### src/sv/rci_pkg.sv
// types, widths and constants shared by the ray cone intersection block
package rci_pkg;

    localparam int FRAC_BITS = 16;
    localparam int COORD_W   = 32;
    localparam int DIR_W     = 18;
    localparam int LEN_W     = 31;
    localparam int Q_W       = 32;

    localparam int SQ_IN_W   = LEN_W + FRAC_BITS;
    localparam int SQ_ROOT_W = (SQ_IN_W + 1) / 2;
    localparam int DIV_LAT   = Q_W + 3;

    // stage numbers counted from the input register
    localparam int ST_SQRT   = SQ_ROOT_W;
    localparam int ST_SNUM   = ST_SQRT + 1;
    localparam int ST_SDIV   = ST_SNUM + DIV_LAT;
    localparam int ST_OUT    = ST_SDIV + 5;
    localparam int ST_BNUM   = 3;
    localparam int ST_BDIV   = ST_BNUM + DIV_LAT;
    localparam int ST_BRES   = ST_BDIV + 4;
    localparam int PIPE_DEPTH = ST_OUT + 1;

    localparam logic [63:0] EPS = (64'd1 << (2 * FRAC_BITS)) / 64'd1000000;
    localparam logic signed [Q_W-1:0] ONE_Q  = Q_W'(1) << FRAC_BITS;
    localparam logic signed [Q_W-1:0] MISS_T = -ONE_Q;

    localparam int IN_TDATA_W  = 248;
    localparam int OUT_TDATA_W = 72;
    localparam int CFG_ADDR_W  = 3;
    localparam int CFG_DATA_W  = 32;

    typedef enum logic [CFG_ADDR_W-1:0] {
        REG_APEX_X,
        REG_APEX_Y,
        REG_APEX_Z,
        REG_AXIS_X,
        REG_AXIS_Y,
        REG_AXIS_Z,
        REG_HEIGHT,
        REG_RADIUS
    } cfg_reg_t;

    // one ray, last field in the lowest bits
    typedef struct packed {
        logic [LEN_W-1:0]          discriminant;
        logic signed [COORD_W-1:0] coef_b;
        logic signed [COORD_W-1:0] coef_a;
        logic signed [DIR_W-1:0]   direction_z;
        logic signed [DIR_W-1:0]   direction_y;
        logic signed [DIR_W-1:0]   direction_x;
        logic signed [COORD_W-1:0] origin_z;
        logic signed [COORD_W-1:0] origin_y;
        logic signed [COORD_W-1:0] origin_x;
    } ray_t;

    localparam int RAY_W = $bits(ray_t);

    // origin and direction carried alongside the arithmetic
    typedef struct packed {
        logic [2:0][DIR_W-1:0]   dir;
        logic [2:0][COORD_W-1:0] org;
    } geom_t;

    localparam int GEOM_W = $bits(geom_t);

    // one result, last field in the lowest bits
    typedef struct packed {
        logic                  base_hit;
        logic signed [Q_W-1:0] base_t;
        logic                  side_hit;
        logic signed [Q_W-1:0] side_t;
    } result_t;

    localparam int RES_W = $bits(result_t);

endpackage

### src/sv/rci_isqrt.sv
// pipelined integer square root, one root bit per stage
module rci_isqrt import rci_pkg::*; (
    input  logic                 clk,
    input  logic                 en,
    input  logic [SQ_IN_W-1:0]   x,
    output logic [SQ_ROOT_W-1:0] root
);

    localparam int RM_W = SQ_IN_W + 2;

    logic [RM_W-1:0]      rem_reg [SQ_ROOT_W];
    logic [SQ_ROOT_W-1:0] r_reg   [SQ_ROOT_W];

    for (genvar k = 0; k < SQ_ROOT_W; k++)
    begin : g_stage
        localparam int J = SQ_ROOT_W - 1 - k;
        logic [RM_W-1:0]      src_rem;
        logic [SQ_ROOT_W-1:0] src_r;
        logic [RM_W-1:0]      trial;
        logic                 ge;

        if (k == 0)
        begin : g_first
            assign src_rem = RM_W'(x);
            assign src_r   = '0;
        end
        else
        begin : g_rest
            assign src_rem = rem_reg[k-1];
            assign src_r   = r_reg[k-1];
        end

        // (r + 2^j)^2 - r^2 against the remaining x - r^2
        assign trial = (RM_W'(src_r) << (J + 1)) + (RM_W'(1) << (2 * J));
        assign ge    = (src_rem >= trial);

        always_ff @(posedge clk)
        begin
            if (en)
            begin
                rem_reg[k] <= ge ? (src_rem - trial) : src_rem;
                r_reg[k]   <= src_r | (SQ_ROOT_W'(ge) << J);
            end
        end
    end

    assign root = r_reg[SQ_ROOT_W-1];

endmodule

### config.mk
export PLATFORM = sky130hd
export DESIGN_NAME = rci_isqrt
export DESIGN_NICKNAME = d
export VERILOG_FILES = /design/src/sv/rci_pkg.sv /design/src/sv/rci_isqrt.sv
export SDC_FILE = /design/constraint.sdc
export NUM_CORES = 2
export LEC_CHECK = 0
export BUFFER_PORTS_ARGS = -buffer_cell sky130_fd_sc_hd__buf_4
export CAP_MARGIN = 5
export CORE_ASPECT_RATIO = 1.5
export CORE_UTILIZATION = 60
export CTS_CLUSTER_DIAMETER = 200
export DETAILED_ROUTE_END_ITERATION = 16
export PLACE_DENSITY = 0.83
export SYNTH_ARGS = -nofsm -noshare
export SYNTH_HDL_FRONTEND = slang
export SYNTH_SLANG_ARGS = --single-unit
### constraint.sdc
create_clock -name clk -period 6.12 [get_ports clk]
set_input_delay 0.306 -clock clk [delete_from_list [all_inputs] [get_ports clk]]
set_output_delay 0.306 -clock clk [all_outputs]
set_load 0.02 [all_outputs]
==> After elaboration in Yosys (flattened, before gate mapping) <==
Memory sizes are Yosys's and may differ from the RTL's.
Index checks and enable logic that the tools add are counted.
{ "word_totals": {"ff_bits": 0, "ramBits": 1752, "in_bits": 49, "output_inout_bits": 24, "word_cells": 122, "mem_count": 2} }
{ "mem_list": {"columns": ["name", "depth", "width", "rd", "rd_ports_with_merged_regs", "wr", "line", "source"], "rows": [
  ["rem_reg", 24, 49, 23, 0, 24, "rci_isqrt.sv:11", "logic [RM_W-1:0] rem_reg [SQ_ROOT_W];"],
  ["r_reg", 24, 24, 24, 0, 24, "rci_isqrt.sv:12", "logic [SQ_ROOT_W-1:0] r_reg [SQ_ROOT_W];"]
]} }
{ "op_classes": {"add_sub_neg": 47, "magnitude_cmp": 24, "n_mux": 26, "n_bitwise": 23} }
{ "ops": {"columns": ["cell", "count"], "rows": [
  ["49-bit 2-to-1 mux", 24],
  ["49-bit by 26-bit greater-or-equal comparator with 1-bit output", 1],
  ["49-bit by 27-bit greater-or-equal comparator with 1-bit output", 1],
  ["49-bit by 28-bit greater-or-equal comparator with 1-bit output", 1],
  ["49-bit by 29-bit greater-or-equal comparator with 1-bit output", 1],
  ["49-bit by 30-bit greater-or-equal comparator with 1-bit output", 1],
  ["49-bit by 31-bit greater-or-equal comparator with 1-bit output", 1],
  ["49-bit by 32-bit greater-or-equal comparator with 1-bit output", 1],
  ["49-bit by 33-bit greater-or-equal comparator with 1-bit output", 1],
  ["49-bit by 34-bit greater-or-equal comparator with 1-bit output", 1],
  ["49-bit by 35-bit greater-or-equal comparator with 1-bit output", 1],
  ["49-bit by 36-bit greater-or-equal comparator with 1-bit output", 1],
  ["49-bit by 37-bit greater-or-equal comparator with 1-bit output", 1],
  ["49-bit by 38-bit greater-or-equal comparator with 1-bit output", 1],
  ["49-bit by 39-bit greater-or-equal comparator with 1-bit output", 1],
  ["49-bit by 40-bit greater-or-equal comparator with 1-bit output", 1],
  ["49-bit by 41-bit greater-or-equal comparator with 1-bit output", 1],
  ["49-bit by 42-bit greater-or-equal comparator with 1-bit output", 1],
  ["49-bit by 43-bit greater-or-equal comparator with 1-bit output", 1],
  ["49-bit by 44-bit greater-or-equal comparator with 1-bit output", 1],
  ["49-bit by 45-bit greater-or-equal comparator with 1-bit output", 1],
  ["49-bit by 46-bit greater-or-equal comparator with 1-bit output", 1],
  ["49-bit by 47-bit greater-or-equal comparator with 1-bit output", 1],
  ["49-bit by 48-bit greater-or-equal comparator with 1-bit output", 1],
  ["other kinds (72)", 73]
]} }

==> Logic depth before layout (Yosys ltp) <==
An unclocked memory read counts as a cell.
{ "logic_depth": {"ltp_word": 4, "mapped_depth": 14, "depth_no_buf": 12} }

==> Worst setup path after synthesis <==
Ideal clock, no wire load.
{ "synth_timing": {"kind": "reg2reg", "startpoint": "memory rem_reg[1][136] in the netlist's numbering", "endpoint": "memory rem_reg[1][194] in the netlist's numbering (data pin)", "setup_time_ns": 0.266, "t_arrival_ns": 2.983, "required_time_ns": 5.854, "slack_ns": 2.871, "stages_incl_launch_ff": 10, "path_buffers": 0, "period_less_slack_ns": 3.249, "path_cell_list": "edfxtp_1 or3_4 or4_1 or4_1 or3_1 a2111oi_4 a211oi_2 o31ai_1 nor3_1 xor2_1"} }
{ "synth_lines": {"columns": ["item", "line"], "rows": [
  ["start, declared", "rci_isqrt.sv:11"]
]} }

==> impl_metrics.yaml <==
outcome:
  status: "completed"
power:
  p_sw_frac: 0.284
  ir_drop_mv: 0.444
  comb_power_share: 0.181
  p_int_mw: 18.9
  cellLeakagePower_nw: 28.2
  switchingPower_mw: 7.50
  p_seq_frac: 0.497
  cellPowerDensity_nw_per_um2: 353
  power.share.clock: 0.323
cells_and_area:
  final_cells: 6996
  drive_above_1_share: 0.0762
  fin_area_um2: 74900
  largest_register_ffs: 1126
  syn_to_final_growth_pct: 11.1
  final_nets: 5813
  finish.utilization: 0.672
worst_setup_path:
  path_max_fanout: 31
  start_kind: "register"
  critPathBufInv: 1
  crit_family: "compound AO/OA/AOI/OAI gates"
  cp_data_arrival_time_ns: 5.27
  crit_chain: "ha_1 > or3_1 > o221a_2 > a222oi_1 > a21oi_1 > a31oi_1 > and2_1 > inv_1 > nor2_1 > a21oi_1"
  end_kind: "register"
  crit_top_cell: "a21oi_1"
  worst_ep_required_time_ns: 6.62
  r2r-start: "rem_reg[2][110]"
  startpoint: "rem_reg[2][110]"
  path_class: "register to register"
  cp_slowest_cell: "and2_1"
  critPathMaxStageDelay_ns: 0.73
synth:
  avgSynthCellArea_um2: 12.9
  yosys.area.top_type_share: 0.635
  yosysTopAreaCell: "edfxtp_1"
  synth_most_common_cell: "edfxtp_1"
  synth_common_cells: "edfxtp_1, inv_1, nor2_1"
  synth_warnings: 0
  synth-edff-count: 1426
  ys.flop_type: "edfxtp_1"
  synth_area_leaders: "edfxtp_1, ha_1, xnor2_1"
  syn_area_um2: 67400
  ys_ff_latch: 1426
  ys_seq_area_frac: 0.635
  async_reset_ff_frac: 0
  yosysUniqueCellTypes: 85
  synth_cells: 5236
route:
  drcViolationCount: 0
  drtIter0Drc: 3137
  dr.pass1.iters: 6
  num_vias: 43200
  ant_nets: 0
  routed_via_density: 6.17
  drt-total-wl_mm: 157
  wl_per_cell_um: 22.5
sta:
  fin_crit_sh: 0.780
  slew_headroom: 0.0503
  skew_ns: 0.0603
  worst_slew_pin_slew_ns: 1.41
  grt_setup_unrepaired: "false"
  max_clock_freq_ghz: 0.209
  slew_violations: 0
  setup_viol: 0
  setup_tns_ns: 0
  hold_viol: 0
  period_minus_slack_ns: 4.77
clock_network:
  hold_buffers: 47
  cts.clk_slew.worst_paths_ns: 0.06
  cts_root_buffer: "clkbuf_16"
  ctsResizeCount: 0
  cts_setup_buffers: 0
  cts_sinks: 1426
  cts_tree: "built"
  cts_buffer_depth: 3
  clk_latency_ns: 0.81
  htreeDepth: 4
  cts_buffers: 132
place:
  dpl_cell_area_um2: 69900
  routabilityCongestion: 0.946
  dpl.hpwl_mm: 111
  placement.io_buffers: 72
  placed_cells: 6706
floorplanning:
  die_height_um: 413
  die_area_um2: 114000
  start_util: 0.605
  core_um2: 111000
  die_w_um: 276
  rows: 150
  ios: 73
global_routing:
  antenna_found_initial: 4
  grt_use_total: 0.278
  grt_pass1_wl_mm: 238
  grt_pass1_vias: 45000
  gr-total-overflow: 0
  grt_max_degree: 188
hold_path:
  worstHoldStart: "en"
  hp-class: "primary input to register"
flow_run:
  cap_violations: 0
## per-layer routing
| metal | vias up | routed length, µm | track usage |
|---|---|---|---|
| met5 | - | 13 | 0 |
| met4 | 2 | 17000 | 0.269 |
| met1 | 20900 | 44300 | 0.210 |
| li1 | 20000 | - | - |
| met2 | 1561 | 89500 | 0.553 |
| met3 | 672 | 6630 | 0.0497 |
## area by class of cell
cell class                 instances  area [µm²]
sequential                      1426       42800
inverter                         384        1440
clock buffer                     163        3420
clock inverter                    76        1070
timing repair buffer             160        1400
multi-input combinational       3340       22900
antenna                            3        7.51
tap                             1444        1810
fill                            7221       36600
## stage by stage
stage	hold WS (ns)	total power [mW]	worst slack, ns
finish	0.0688	26.4	1.35
detailed placement	0.426	17.9	1.35
global route	0.0847	27.3	1.15
CTS	0.0706	26.3	1.33
floorplan	0.405	16.3	2.87
global placement	0.420	17.6	0.352
## worst paths after layout
check	end	slack, ns	depth (start not counted)
max reg2reg	rem_reg[2][160]	1.35	10
min reg2reg	rem_reg[2][196]	0.43	0
max	rem_reg[2][160]	1.35	10
min	rem_reg[1][96]	0.07	1
## cells in the final DEF (no fill, tap or decap), types with 153 or more instances in the layout
master	n
edfxtp_1	1426
inv_1	382
nor2_1	365
ha_1	320
nand2_1	304
a21oi_1	285
xnor2_1	268
xor2_1	218
o21ai_0	210
nor4_1	153
## power groups by stage
| stage | Combinational [mW] | Sequential (mW) | Clock, mW |
|---|---|---|---|
| floorplan | 3.38 | 12.9 | 0 |
| global placement | 4.44 | 13.2 | 0 |
| detailed placement | 4.61 | 13.3 | 0 |
| CTS | 4.70 | 13.1 | 8.54 |
| global route | 5.21 | 13.2 | 8.93 |
| finish | 4.78 | 13.1 | 8.52 |
## cells by family (layout without fill, tap and decap cells)
group | after synthesis | in the layout | share of synthesized area
compound gates | 917 | 917 | 0.0860
xor+xnor | 486 | 486 | 0.0631
fa+ha+maj | 320 | 320 | 0.0594
buf+inv | 471 | 783 | 0.0263
flops | 1426 | 1426 | 0.635
mux | 64 | 64 | 0.0105
other cells | 1 | 5 | 0.0000556
simple gates | 1551 | 1551 | 0.120
(Power assumes the default switching activity.)
